## config.mk

```make
export PLATFORM = sky130hd
export DESIGN_NAME = utf8_to_utf16_decoder_flat
export DESIGN_NICKNAME = d
export VERILOG_FILES = /design/src/sv/u8d_pkg.sv /design/src/sv/u8d_if.sv /design/src/sv/u8d_front.sv /design/src/sv/u8d_queue.sv /design/src/sv/u8d_back.sv /design/src/sv/utf8_to_utf16_decoder.sv /design/src/flat_wrapper.sv
export SDC_FILE = /design/constraint.sdc
export NUM_CORES = 1
export LEC_CHECK = 0
export BUFFER_PORTS_ARGS = -buffer_cell sky130_fd_sc_hd__buf_4
export CAP_MARGIN = 10
export CORE_MARGIN = 2
export CORE_UTILIZATION = 30
export CTS_BUF_LIST = sky130_fd_sc_hd__clkbuf_8
export DETAILED_ROUTE_END_ITERATION = 10
export PLACE_DENSITY = 0.45
export SLEW_MARGIN = 5
export SYNTH_ARGS = -nofsm -noshare
export SYNTH_HDL_FRONTEND = slang
export SYNTH_SLANG_ARGS = --single-unit
```

## constraint.sdc

```tcl
create_clock -name clk -period 2.95 [get_ports clk]
set_input_delay 0.59 -clock clk [delete_from_list [all_inputs] [get_ports clk]]
set_output_delay 0.59 -clock clk [all_outputs]
set_load 0.02 [all_outputs]
```

## src/sv/u8d_pkg.sv

```systemverilog
// shared types and constants for the utf-8 to utf-16 decoder
// no dependencies; every other file but u8d_if uses it by scoped name

package u8d_pkg;

  // byte classes as seen by the front end
  typedef enum logic [2:0] {
    CLS_ASCII,
    CLS_LEAD2,
    CLS_LEAD3,
    CLS_CONT,
    CLS_OTHER
  } byte_class_t;

  typedef enum logic [1:0] {
    ST_OK        = 2'd0,
    ST_ILLEGAL   = 2'd1,
    ST_TRUNCATED = 2'd2
  } status_t;

  // one classified byte as it travels through the queue
  typedef struct packed {
    byte_class_t cls;
    logic [7:0]  data;
    logic        last;
  } item_t;

  localparam logic [15:0] SPACE_UNIT = 16'h0020;
  localparam logic [4:0]  LEAD2_MASK = 5'h1f;
  localparam logic [3:0]  LEAD3_MASK = 4'h0f;

endpackage

```

## src/sv/u8d_if.sv

```systemverilog
// handshake channels for the decoder: byte input and code unit output
// depends on nothing

interface u8d_byte_if;
  logic       valid;
  logic       ready;
  logic [7:0] byte_in;
  logic       last_byte;

  modport source (output valid, byte_in, last_byte, input ready);
  modport sink   (input valid, byte_in, last_byte, output ready);
endinterface

interface u8d_unit_if;
  logic        valid;
  logic        ready;
  logic [15:0] code_unit;
  logic [1:0]  status;
  logic        end_of_text;

  modport source (output valid, code_unit, status, end_of_text, input ready);
  modport sink   (input valid, code_unit, status, end_of_text, output ready);
endinterface

```

## src/sv/u8d_front.sv

```systemverilog
// front end: accepts input beats and classifies each byte
// depends on u8d_pkg and u8d_byte_if

module u8d_front (
  u8d_byte_if.sink        in,
  input  logic            queue_full,
  output logic            push,
  output u8d_pkg::item_t  item
);

  u8d_pkg::byte_class_t cls;

  always_comb begin
    unique casez (in.byte_in)
      8'b0???????: cls = u8d_pkg::CLS_ASCII;
      8'b10??????: cls = u8d_pkg::CLS_CONT;
      8'b110?????: cls = u8d_pkg::CLS_LEAD2;
      8'b1110????: cls = u8d_pkg::CLS_LEAD3;
      default:     cls = u8d_pkg::CLS_OTHER;
    endcase
  end

  assign in.ready  = !queue_full;
  assign push      = in.valid && !queue_full;
  assign item.cls  = cls;
  assign item.data = in.byte_in;
  assign item.last = in.last_byte;

endmodule

```

## src/sv/u8d_queue.sv

```systemverilog
// two-entry queue of classified bytes between front and back end
// depends on u8d_pkg

module u8d_queue (
  input  logic            clk,
  input  logic            rst,
  input  logic            push,
  input  u8d_pkg::item_t  push_item,
  input  logic            pop,
  output logic            full,
  output logic            head_valid,
  output u8d_pkg::item_t  head
);

  u8d_pkg::item_t slots [2];
  logic       wr_ptr;
  logic       rd_ptr;
  logic [1:0] count;

  assign full       = (count == 2'd2);
  assign head_valid = (count != 2'd0);
  assign head       = slots[rd_ptr];

  always_ff @(posedge clk) begin
    if (rst) begin
      wr_ptr <= 1'b0;
      rd_ptr <= 1'b0;
      count  <= 2'd0;
    end else begin
      if (push) wr_ptr <= !wr_ptr;
      if (pop)  rd_ptr <= !rd_ptr;
      unique case ({push, pop})
        2'b10:   count <= count + 2'd1;
        2'b01:   count <= count - 2'd1;
        default: count <= count;
      endcase
    end
  end

  always_ff @(posedge clk) begin
    if (push) slots[wr_ptr] <= push_item;
  end

endmodule

```

## src/sv/u8d_back.sv

```systemverilog
// back end: sequence state, code unit assembly and the output register
// depends on u8d_pkg and u8d_unit_if

module u8d_back (
  input  logic            clk,
  input  logic            rst,
  input  logic            head_valid,
  input  u8d_pkg::item_t  head,
  output logic            pop,
  u8d_unit_if.source      out
);

  logic [1:0]  bytes_pending, bytes_pending_next;
  logic [15:0] partial_value, partial_value_next;
  logic        halted, halted_next;

  logic        out_valid;
  logic [15:0] out_unit;
  u8d_pkg::status_t out_status;
  logic        out_end;

  logic        out_free;
  logic        emit;
  logic [15:0] emit_unit;
  u8d_pkg::status_t emit_status;
  logic        emit_end;
  logic [15:0] shifted;
  logic [1:0]  pending_dec;

  assign out_free = !out_valid || out.ready;
  assign pop      = head_valid && out_free;

  assign shifted     = {partial_value[9:0], head.data[5:0]};
  assign pending_dec = bytes_pending - 2'd1;

  always_comb begin
    bytes_pending_next = bytes_pending;
    partial_value_next = partial_value;
    halted_next        = halted;
    emit               = 1'b0;
    emit_unit          = 16'h0000;
    emit_status        = u8d_pkg::ST_OK;
    emit_end           = 1'b0;
    if (pop) begin
      if (halted) begin
        // skip to the end of the text
        if (head.last) begin
          halted_next        = 1'b0;
          bytes_pending_next = 2'd0;
          partial_value_next = 16'h0000;
        end
      end else if (bytes_pending != 2'd0) begin
        if (head.cls != u8d_pkg::CLS_CONT) begin
          bytes_pending_next = 2'd0;
          partial_value_next = 16'h0000;
          halted_next        = !head.last;
          emit               = 1'b1;
          emit_status        = u8d_pkg::ST_ILLEGAL;
          emit_end           = 1'b1;
        end else if (pending_dec == 2'd0) begin
          bytes_pending_next = 2'd0;
          partial_value_next = 16'h0000;
          emit               = 1'b1;
          emit_unit          = shifted;
          emit_end           = head.last;
        end else if (head.last) begin
          bytes_pending_next = 2'd0;
          partial_value_next = 16'h0000;
          emit               = 1'b1;
          emit_status        = u8d_pkg::ST_TRUNCATED;
          emit_end           = 1'b1;
        end else begin
          bytes_pending_next = pending_dec;
          partial_value_next = shifted;
        end
      end else begin
        unique case (head.cls)
          u8d_pkg::CLS_ASCII: begin
            emit      = 1'b1;
            emit_unit = {8'h00, head.data};
            emit_end  = head.last;
          end
          u8d_pkg::CLS_LEAD2, u8d_pkg::CLS_LEAD3: begin
            if (head.last) begin
              bytes_pending_next = 2'd0;
              partial_value_next = 16'h0000;
              emit               = 1'b1;
              emit_status        = u8d_pkg::ST_TRUNCATED;
              emit_end           = 1'b1;
            end else if (head.cls == u8d_pkg::CLS_LEAD2) begin
              partial_value_next = {11'h000, head.data[4:0] & u8d_pkg::LEAD2_MASK};
              bytes_pending_next = 2'd1;
            end else begin
              partial_value_next = {12'h000, head.data[3:0] & u8d_pkg::LEAD3_MASK};
              bytes_pending_next = 2'd2;
            end
          end
          default: begin
            // stray continuation, four-byte lead or other invalid byte
            emit      = 1'b1;
            emit_unit = u8d_pkg::SPACE_UNIT;
            emit_end  = head.last;
          end
        endcase
      end
    end
  end

  always_ff @(posedge clk) begin
    if (rst) begin
      bytes_pending <= 2'd0;
      partial_value <= 16'h0000;
      halted        <= 1'b0;
      out_valid     <= 1'b0;
    end else begin
      bytes_pending <= bytes_pending_next;
      partial_value <= partial_value_next;
      halted        <= halted_next;
      if (out_free) out_valid <= pop && emit;
    end
  end

  always_ff @(posedge clk) begin
    if (pop && emit) begin
      out_unit   <= emit_unit;
      out_status <= emit_status;
      out_end    <= emit_end;
    end
  end

  assign out.valid       = out_valid;
  assign out.code_unit   = out_unit;
  assign out.status      = out_status;
  assign out.end_of_text = out_end;

endmodule

```

## src/sv/utf8_to_utf16_decoder.sv

```systemverilog
// top level of the utf-8 to utf-16 decoder: front end, queue, back end
// depends on u8d_pkg, u8d_if, u8d_front, u8d_queue, u8d_back
//
//   channel  dir  beat carries
//   in       in   byte_in[7:0], last_byte
//   out      out  code_unit[15:0], status[1:0], end_of_text
//
// one byte per clock sustained while the output is not stalled; a result passes
// through a queue slot, then the output register; bytes with no result just drop out
// synchronous rst empties the queue, clears the sequence state and the output valid
// a stalled output holds the back end; in.ready falls once both queue slots
// are taken, and is still low in the cycle in which the back end first pops again

module utf8_to_utf16_decoder (
  input  logic        clk,
  input  logic        rst,
  u8d_byte_if.sink    in,
  u8d_unit_if.source  out
);

  logic            push;
  logic            pop;
  logic            queue_full;
  logic            head_valid;
  u8d_pkg::item_t  push_item;
  u8d_pkg::item_t  head;

  u8d_front front (
    .in         (in),
    .queue_full (queue_full),
    .push       (push),
    .item       (push_item)
  );

  u8d_queue queue (
    .clk        (clk),
    .rst        (rst),
    .push       (push),
    .push_item  (push_item),
    .pop        (pop),
    .full       (queue_full),
    .head_valid (head_valid),
    .head       (head)
  );

  u8d_back back (
    .clk        (clk),
    .rst        (rst),
    .head_valid (head_valid),
    .head       (head),
    .pop        (pop),
    .out        (out)
  );

endmodule
```

## src/flat_wrapper.sv

```systemverilog
// flat-port wrapper written by rule: the top's interface ports become plain ports
module utf8_to_utf16_decoder_flat 
  (clk, rst, in_valid, in_byte_in, in_last_byte, in_ready, out_valid, out_code_unit, out_status, out_end_of_text, out_ready);
  u8d_byte_if in_i ();
  u8d_unit_if out_i ();
  input  logic clk;
  input  logic rst;
  input wire logic [$bits(in_i.valid)-1:0] in_valid;
  input wire logic [$bits(in_i.byte_in)-1:0] in_byte_in;
  input wire logic [$bits(in_i.last_byte)-1:0] in_last_byte;
  output wire logic [$bits(in_i.ready)-1:0] in_ready;
  output wire logic [$bits(out_i.valid)-1:0] out_valid;
  output wire logic [$bits(out_i.code_unit)-1:0] out_code_unit;
  output wire logic [$bits(out_i.status)-1:0] out_status;
  output wire logic [$bits(out_i.end_of_text)-1:0] out_end_of_text;
  input wire logic [$bits(out_i.ready)-1:0] out_ready;
  assign in_i.valid = in_valid;
  assign in_i.byte_in = in_byte_in;
  assign in_i.last_byte = in_last_byte;
  assign in_ready = in_i.ready;
  assign out_valid = out_i.valid;
  assign out_code_unit = out_i.code_unit;
  assign out_status = out_i.status;
  assign out_end_of_text = out_i.end_of_text;
  assign out_i.ready = out_ready;
  utf8_to_utf16_decoder u_core (.clk(clk), .rst(rst), .in(in_i), .out(out_i));
endmodule
```

==> flow_summary.ini, run 1 <==
[floorplan]
coreArea_um2 = 9109
die_y_um = 100.4
initial_utilization = 0.3059
die_area_um2 = 10080
number_of_top_level_pins = 34
fp.dieW_um = 100.4
rows = 35

[critical_path]
worstSetupStartpointType = flop
critPathBufInv = 1
crit_family = flip-flops
cp_data_arrival_time_ns = 2.44
critical_path.reg2reg.endpoint = u_core.back.out.code_unit[2]
worstSetupEndpointType = flop
critical_path_peak_fanout = 21
setup.reg_to_reg.worst_slack_ns = 0.70
worst_path_max_delay_cell = sky130_fd_sc_hd__dfxtp_1
critPathKind = reg -> reg
cpPeakStageDelay_ns = 0.82
critical_path_required_ns = 3.14
cp_cell_sequence = buf_4 > or4b_1 > a21oi_1 > o21ai_1 > nor2_1
cells_on_worst_reg2reg_path = 5

[power]
cell_internal_pwr_uw = 1946
vdd_ir_drop_max_uv = 235.9
power_frac_clock = 0.233
seq_power_share = 0.433
cellPowerDensity_nw_per_um2 = 892.9
logic_gate_share_of_total_power = 0.334
power.net_switching_uw = 1038
switching_share = 0.3477
total_leakage_power_uw = 0.001221

[global_route]
grt_antenna_before_repair = 0
global_route.overflow_total = 0
largest_net_degree_at_the_start_of_global_routing = 25
vias_in_the_first_global_route = 1748
grt_pass1_wl_mm = 9.397
grt.total_usage = 0.1249

[final_layout]
filler_cell_count = 918
layout.cells.most_common_list = sky130_fd_sc_hd__edfxtp_1 (43), sky130_fd_sc_hd__buf_4 (37), sky130_fd_sc_hd__nor2_1 (21), sky130_fd_sc_hd__dfxtp_1 (19), sky130_fd_sc_hd__inv_1 (14)
multi_input_logic_area_um2 = 1027
area.growth.synth_to_final_pct = 19.94
layout.cells.most_common = sky130_fd_sc_hd__edfxtp_1
final_core_utilization = 0.3669
register_area_um2 = 1672
antenna_cells_inserted = 0
drive_gt1_frac = 0.2135
design.final.nets = 279

[clock_tree]
cts_setup_buffers = 0
cts.path.max_buffers = 2
post_cts_resized = 0
worstSkewPairLatency_ns = 0.34
cts.sink_count = 62
clock_tree.htree_level_count = 3
clock-root-buffer = sky130_fd_sc_hd__clkbuf_8
cts_tree = built
cts_made_buffers = 9
clk_transition_reported_paths_ns = 0.07
postCtsHoldBufs = 0

[timing]
timing.final.setup_violations = 0
timing.final.crit_share = 0.7631
clock.fmax_ghz = 0.4442
setup_tns_ns = 0
worst_clock_skew_ns = 0.01011
setup_repair_after_global_routing_missed_its_margin = false
drv_slew = 0
post-route-min-period_ns = 2.251
timing.slew.headroom = 0.4880
finalHoldViolations = 0
worst_slew_pin_slew_ns = 0.7669

[yosys]
syn_inst = 222
postSynthNetCount = 239
post_synth_instance_area_um2 = 2786
post_synth_num_cell_types = 55
fraction_of_the_yosys_area_taken_by_sequential_cells = 0.5999
async_reset_ff_frac = 0
synth_top_flop_cell = sky130_fd_sc_hd__edfxtp_1
number_of_enable_flip_flop_cells_after_synthesis = 43
synth_warnings = 0
synth.avg_cell_area_um2 = 12.55
yosys_register_bits = 62

[flow_run]
max_cap_violations = 0

[placement]
routabilityCongestion = 0.7345
io_buffer_count = 33
half_perimeter_wire_length_after_detailed_placement_mm = 4.183

[route]
routed-via-count = 1801
ant_nets = 0
final_routed_wire_length_divided_by_cell_count_um = 15.25
drt_first_iter_violations = 52
detail_route.vias_per_cell = 4.765
drt_drc_violations_left = 0
dr.pass1.iters = 5
routed_wirelength_mm = 5.763

[hold_path]
min_from = in_last_byte
hold_end = u_core.queue.slots[1][0]
timing.hold.worst.class = in -> reg
hold_path_depth = 1

[status]
outcome = completed
[stage by stage]
stage          setup slack, ns  instance area (µm²)  hold slack [ns]  total power (µW)  cells
3_3_place_gp            0.7259                 3161           0.4590              2326    362
6_report                0.6989                 3342           0.4407              2984    378
5_1_grt                 0.4544                 3342           0.4198              3186    378
4_1_cts                 0.6766                 3342           0.4258              3032    378
2_1_floorplan           0.9001                 2786           0.4444              1963    222
3_5_place_dp            0.6970                 3161           0.4576              2329    362
[cell usage after synthesis, types with 2 or more instances]
master | number | area (µm²)
sky130_fd_sc_hd__a211oi_1 | 2 | 15.01
sky130_fd_sc_hd__a21boi_0 | 2 | 15.01
sky130_fd_sc_hd__a21oi_1 | 6 | 30.03
sky130_fd_sc_hd__a22oi_1 | 2 | 15.01
sky130_fd_sc_hd__and2_1 | 9 | 56.30
sky130_fd_sc_hd__and3_1 | 3 | 18.77
sky130_fd_sc_hd__buf_2 | 4 | 20.02
sky130_fd_sc_hd__clkbuf_1 | 3 | 11.26
sky130_fd_sc_hd__dfxtp_1 | 19 | 380.4
sky130_fd_sc_hd__edfxtp_1 | 43 | 1291
sky130_fd_sc_hd__ha_1 | 4 | 50.05
sky130_fd_sc_hd__inv_1 | 12 | 45.04
sky130_fd_sc_hd__mux2_1 | 2 | 22.52
sky130_fd_sc_hd__mux2_2 | 3 | 33.78
sky130_fd_sc_hd__mux2i_1 | 13 | 130.1
sky130_fd_sc_hd__nand2_1 | 5 | 18.77
sky130_fd_sc_hd__nand2b_1 | 10 | 62.56
sky130_fd_sc_hd__nand3_1 | 2 | 10.01
sky130_fd_sc_hd__nand4_1 | 4 | 25.02
sky130_fd_sc_hd__nand4b_1 | 2 | 17.52
sky130_fd_sc_hd__nor2_1 | 21 | 78.83
sky130_fd_sc_hd__nor3_1 | 4 | 20.02
sky130_fd_sc_hd__o211ai_1 | 2 | 15.01
sky130_fd_sc_hd__o21ai_1 | 2 | 10.01
sky130_fd_sc_hd__o32ai_1 | 5 | 43.79
sky130_fd_sc_hd__or3_1 | 4 | 25.02
sky130_fd_sc_hd__or4b_1 | 2 | 20.02
sky130_fd_sc_hd__xnor2_1 | 4 | 35.03
sky130_fd_sc_hd__xor2_1 | 2 | 17.52
[layer usage]
layer / global-route usage / vias up / part of all wire
li1: - / 908 / -
met1: 0.1643 / 848 / 0.48
met2: 0.1951 / 37 / 0.46
met3: 0.03830 / 8 / 0.042
met4: 0.04426 / 0 / 0.016
met5: 0 / - / 0
[sequential cells by signal, indices dropped and copies added, names as in the netlist, named ones only]
signal / cells
u_core.back.out.valid: 1
u_core.back.out.status: 2
u_core.back.bytes_pending: 2
u_core.queue.wr_ptr: 1
u_core.back.halted: 1
u_core.queue.slots: 24
u_core.back.out.code_unit: 16
u_core.back.out.end_of_text: 1
u_core.queue.count: 2
u_core.back.partial_value: 10
u_core.queue.rd_ptr: 1
[worst max path at each step]
stage / end / slack, ns / depth (start not counted)
2_1_floorplan: u_core.back.out.code_unit[0] / 0.90 / 6
3_3_place_gp: u_core.back.out.code_unit[8] / 0.73 / 5
3_5_place_dp: u_core.back.out.code_unit[8] / 0.70 / 5
4_1_cts: u_core.back.out.code_unit[12] / 0.68 / 5
5_1_grt: u_core.back.out.code_unit[2] / 0.45 / 5
6_report: u_core.back.out.code_unit[2] / 0.70 / 5
[power by group through the flow]
stage	Sequential, µW	Clock [µW]	Combinational (µW)
finish	1290	695	996
CTS	1300	715	1020
global placement	1320	0	1010
detailed placement	1320	0	1010
global route	1320	758	1100
floorplan	1390	0	576
[cells by family after synthesis]
group                    synth area share
multiplexers                      0.06690
AO/OA/AOI/OAI                      0.1046
buffers and inverters             0.03143
flip-flops                         0.5999
AND/OR/NAND/NOR                    0.1603
XOR/XNOR                          0.01886
adder cells (fa/ha/maj)           0.01796
[area by class of cell]
cell class                 count  share of cell area
clock inverter                 7             0.01722
tap                          111             0.04156
clock buffer                   9             0.03706
timing repair buffer          37             0.08311
inverter                      12             0.01348
sequential                    62              0.5002
multi-input combinational    140              0.3074
(Power assumes the default switching activity.)
==> run 2: changes to the inputs <==
==> constraint.sdc (replaced) <==
create_clock -name clk -period 2.4 [get_ports clk]
set_input_delay 0.48 -clock clk [delete_from_list [all_inputs] [get_ports clk]]
set_output_delay 0.48 -clock clk [all_outputs]
set_load 0.02 [all_outputs]
==> run 2 against run 1 <==
Sequential power is 22% higher. Critical endpoint is now u_core.back.bytes_pending[1]. Global-route usage is 0.15 points lower. Final area is 0.67% higher. Clock power is 13% higher. Utilization is 0.25 points higher. Largest cell class unchanged. Non-clock buffer count is 3 higher.
==> flow_summary.ini, run 2 (synthesis gave the netlist of run 1 again) <==
[timing]
setup_tns_ns = 0
timing.final.setup_violations = 0
drv_slew = 0
worst_slew_pin_slew_ns = 0.6031
worst_slack_ns = 0.3817
timing.final.crit_share = 0.8409
finalHoldViolations = 0
clock.fmax_ghz = 0.4955
post-route-min-period_ns = 2.018
worst_hold_slack_ns = 0.3233
timing.slew.headroom = 0.5957
worst_clock_skew_ns = 0.01119
setup_repair_after_global_routing_missed_its_margin = false

[critical_path]
worstSetupEndpointType = flop
cp_data_arrival_time_ns = 2.26
cpPeakStageDelay_ns = 0.46
critical_path_peak_fanout = 11
critPathKind = reg -> reg
rr_startpoint = u_core.back.bytes_pending[0]
cp_cell_sequence = inv_1 > ha_1 > nor3_1 > a21bo_1 > or4b_1 > o311ai_1
cells_on_worst_reg2reg_path = 6
critical_path_required_ns = 2.64
critical_path.reg2reg.endpoint = u_core.back.bytes_pending[1]
setup.reg_to_reg.worst_slack_ns = 0.38
worst_path_max_delay_cell = sky130_fd_sc_hd__or4b_1
worstSetupStartpointType = flop

[global_route]
largest_net_degree_at_the_start_of_global_routing = 25
grt_pass1_wl_mm = 9.301
grt_antenna_before_repair = 0
global_route.overflow_total = 0
grt.total_usage = 0.1235
vias_in_the_first_global_route = 1745

[power]
vdd_ir_drop_max_uv = 284.7
total_leakage_power_uw = 0.001240
cellPowerDensity_nw_per_um2 = 1090

[final_layout]
largest-register = u_core.queue.slots
largest_register_ffs = 24
area.growth.synth_to_final_pct = 20.75
final_core_utilization = 0.3694
final_area_um2 = 3364
design.final.nets = 282
layout.cells.most_common_list = sky130_fd_sc_hd__edfxtp_1 (43), sky130_fd_sc_hd__buf_4 (39), sky130_fd_sc_hd__nor2_1 (21), sky130_fd_sc_hd__dfxtp_1 (19), sky130_fd_sc_hd__inv_1 (14)
drive_gt1_frac = 0.2268
layout.cells.most_common = sky130_fd_sc_hd__edfxtp_1
antenna_cells_inserted = 0

[placement]
placement.cell_area_um2 = 3196
half_perimeter_wire_length_after_detailed_placement_mm = 4.137
io_buffer_count = 33
routabilityCongestion = 0.7341
dpl_worst_slack_ns = 0.3562

[hold_path]
timing.hold.worst.class = in -> reg
hold_path_depth = 1
min_from = in_byte_in[3]
hold_end = u_core.queue.slots[0][4]

[route]
drt_first_iter_violations = 57
dr.pass1.iters = 4
routed_wirelength_mm = 5.810
final_routed_wire_length_divided_by_cell_count_um = 15.29
detail_route.vias_per_cell = 4.811
ant_nets = 0
drt_drc_violations_left = 0
routed-via-count = 1828

[clock_tree]
post_cts_resized = 0
clk_transition_reported_paths_ns = 0.07
cts.sink_count = 62
clock_tree.htree_level_count = 3
cts_tree = built
cts_made_buffers = 9
worstSkewPairLatency_ns = 0.34
cts_setup_buffers = 0
cts.path.max_buffers = 2
clock-root-buffer = sky130_fd_sc_hd__clkbuf_8
postCtsHoldBufs = 0

[floorplan]
rows = 35
fp.dieW_um = 100.4
die_area_um2 = 10080
number_of_top_level_pins = 34
initial_utilization = 0.3059
die_y_um = 100.4
coreArea_um2 = 9109

[flow_run]
max_cap_violations = 0

[status]
outcome = completed
run 2: how the worst max path moves through the flow:
stage,from,endpoint
5_1_grt,flop,u_core.back.out.code_unit[2]
2_1_floorplan,flop,u_core.back.out.code_unit[0]
3_3_place_gp,out_ready,u_core.queue.count[1]
4_1_cts,flop,u_core.back.out.code_unit[7]
3_5_place_dp,out_ready,u_core.queue.count[1]
6_report,u_core.back.bytes_pending[0],u_core.back.bytes_pending[1]
run 2: power by group:
group,switching [µW],internal [µW],leakage (µW)
Clock,373,414,0.0000976
Sequential,130,1440,0.000565
Combinational,769,542,0.000577
run 2: area by class of cell:
cell class / instances / area [µm²]
well taps: 111 / 138.9
inverters: 12 / 45.04
clock inverters: 4 / 17.52
flip-flops and latches: 62 / 1672
clock buffers: 11 / 151.4
repair buffers: 40 / 312.8
fillers: 927 / 5744
multi-input cells: 140 / 1027
run 2: critical path: cells and delay by family (launching register included):
kind / cells / cell delay, ns
flops: 1 / 0.40
fa+ha+maj: 1 / 0.33
simple gates: 2 / 0.79
buf+inv: 1 / 0.07
compound gates: 2 / 0.33
run 2: layer usage:
layer / vias to the layer above / track usage / routed length [µm]
met1: 866 / 0.1642 / 2763
met2: 31 / 0.1874 / 2784
met4: 0 / 0.05163 / 91
met3: 7 / 0.03691 / 171
li1: 924 / - / -
met5: - / 0 / 0
run 2: metrics by stage:
| step | power (µW) | instances |
|---|---|---|
| 3_5_place_dp | 2914 | 365 |
| 5_1_grt | 3898 | 380 |
| 6_report | 3666 | 380 |
| 3_3_place_gp | 2911 | 365 |
| 4_1_cts | 3721 | 380 |
| 2_1_floorplan | 2413 | 222 |
==> run 3: changes to the inputs <==
==> constraint.sdc (replaced) <==
create_clock -name clk -period 2 [get_ports clk]
set_input_delay 0.4 -clock clk [delete_from_list [all_inputs] [get_ports clk]]
set_output_delay 0.4 -clock clk [all_outputs]
set_load 0.02 [all_outputs]
==> run 3 against run 2 <==
Combinational power rose by 30%. Fmax rose by 9.9%. Setup slack worse by 0.22 ns. Sequential power increased by 19%. Register-to-register slack got worse by 0.22 ns. Total power grew 27%. Hold slack worse by 0.082 ns. Count of clock-buffer cells in the layout shrank 2. Global-route usage is essentially flat. Die area is the same. Largest cell class unchanged.
==> flow_summary.ini, run 3 (synthesis gave the netlist of run 1 again) <==
[status]
outcome = completed

[critical_path]
worstSetupEndpointType = flop
cp_data_arrival_time_ns = 2.11
critPathKind = reg -> reg
critical_path_peak_fanout = 13
critical_path_required_ns = 2.27
worstSetupStartpointType = flop

[final_layout]
final_area_um2 = 3477
drive_gt1_frac = 0.2688
antenna_cells_inserted = 0
multi_input_logic_area_um2 = 1028
layout.cells.most_common_list = sky130_fd_sc_hd__buf_4 (47), sky130_fd_sc_hd__edfxtp_1 (43), sky130_fd_sc_hd__nor2_1 (21), sky130_fd_sc_hd__dfxtp_1 (18), sky130_fd_sc_hd__mux2i_1 (13)
register_area_um2 = 1673
filler_cell_count = 897
largest_register_ffs = 24
layout.cells.most_common = sky130_fd_sc_hd__buf_4
design.final.nets = 291
area.growth.synth_to_final_pct = 24.79
largest-register = u_core.queue.slots

[route]
drt_first_iter_violations = 52
routed-via-count = 1852
ant_nets = 0
routed_wirelength_mm = 5.693
dr.pass1.iters = 4
drt_drc_violations_left = 0
detail_route.vias_per_cell = 4.749
final_routed_wire_length_divided_by_cell_count_um = 14.60

[clock_tree]
worstSkewPairLatency_ns = 0.34
cts.path.max_buffers = 2
clock-root-buffer = sky130_fd_sc_hd__clkbuf_8
clk_transition_reported_paths_ns = 0.07
cts_tree = built
clock_tree.htree_level_count = 3
cts_made_buffers = 9
cts.sink_count = 62

[floorplan]
coreArea_um2 = 9109
initial_utilization = 0.3059
number_of_top_level_pins = 34
rows = 35
die_y_um = 100.4
die_area_um2 = 10080
fp.dieW_um = 100.4

[timing]
worst_slack_ns = 0.1640
worst_clock_skew_ns = 0.008481
finalHoldViolations = 0
clock.fmax_ghz = 0.5447
timing.slew.headroom = 0.6329
worst_slew_pin_slew_ns = 0.5506
timing.final.setup_violations = 0
timing.final.crit_share = 0.9180
post-route-min-period_ns = 1.836
setup_tns_ns = 0
setup_repair_after_global_routing_missed_its_margin = false
drv_slew = 0

[power]
logic_gate_share_of_total_power = 0.366
total_leakage_power_uw = 0.001282
switching_share = 0.3410
cellPowerDensity_nw_per_um2 = 1336
cell_internal_pwr_uw = 3062
power.net_switching_uw = 1584
seq_power_share = 0.403
vdd_ir_drop_max_uv = 358.8
power_frac_clock = 0.232

[global_route]
largest_net_degree_at_the_start_of_global_routing = 24
global_route.overflow_total = 0
grt_antenna_before_repair = 0
grt.total_usage = 0.1235
grt_pass1_wl_mm = 9.308
vias_in_the_first_global_route = 1849

[placement]
placement.cell_area_um2 = 3277
half_perimeter_wire_length_after_detailed_placement_mm = 4.242
io_buffer_count = 33
dpl_worst_slack_ns = 0.1573
routabilityCongestion = 0.8033

[hold_path]
timing.hold.worst.class = in -> reg

[flow_run]
max_cap_violations = 0
-- run 3: cell types whose count changed in the layout (fill, tap and decap cells not counted), moves of 2 or more --
cell                         before  now
sky130_fd_sc_hd__clkbuf_8        11    9
sky130_fd_sc_hd__buf_4           39   47
sky130_fd_sc_hd__inv_1           14   12
sky130_fd_sc_hd__clkinv_4         0    2
sky130_fd_sc_hd__clkinvlp_4       0    3
-- run 3: worst paths after layout --
path,startpoint,end,slack (ns),depth (start not counted)
max reg2reg,flop,u_core.back.partial_value[4],0.16,5
min,in_last_byte,u_core.queue.slots[0][0],0.24,1
max,flop,u_core.back.partial_value[4],0.16,5
min reg2reg,u_core.back.partial_value[8],u_core.back.partial_value[8],0.47,2
-- run 3: timing repair --
item	in CTS	in global routing
setup buffers	0	0
hold buffers	0	0
endpoints found under the setup margin	0	1
resized for setup	0	1
-- run 3: area by class of cell --
type / count / area share
clock buffer: 9 / 0.03562
clock inverter: 7 / 0.02159
timing repair buffer: 49 / 0.1130
tap: 111 / 0.03994
sequential: 62 / 0.4811
inverter: 12 / 0.01295
multi-input combinational: 140 / 0.2958
-- run 3: power by group through the flow --
stage	Sequential [µW]	Combinational, µW	Clock, µW
2_1_floorplan	2040	853	0
3_3_place_gp	1900	1740	0
3_5_place_dp	1900	1710	0
4_1_cts	1880	1720	1110
5_1_grt	1900	1860	1180
6_report	1870	1700	1080
-- run 3: per-stage QoR --
step                      instances  hold WS [ns]  utilization  total power, µW
after floorplan                 222        0.4444            -             2897
after global placement          374        0.4567       0.3598             3639
after detailed placement        374        0.4577       0.3598             3617
after CTS                       390        0.2241       0.3816             4710
after global routing            390        0.2133       0.3817             4939
final                           390        0.2410       0.3817             4647
-- run 3: worst max-delay path, cell delays in order, from the launching register on --
cell and delay [ns]:
sky130_fd_sc_hd__dfxtp_1 0.57, sky130_fd_sc_hd__buf_4 0.27, sky130_fd_sc_hd__nand4bb_1 0.21, sky130_fd_sc_hd__a2111oi_4 0.43, sky130_fd_sc_hd__o21ai_1 0.14, sky130_fd_sc_hd__mux2i_1 0.13
-- run 3: layer usage --
metal	vias to the layer above	part of all wire	GRT usage
met5	-	0	0
met4	0	0.027	0.07060
met3	14	0.035	0.03273
met2	41	0.46	0.1910
met1	870	0.47	0.1561
li1	927	-	-
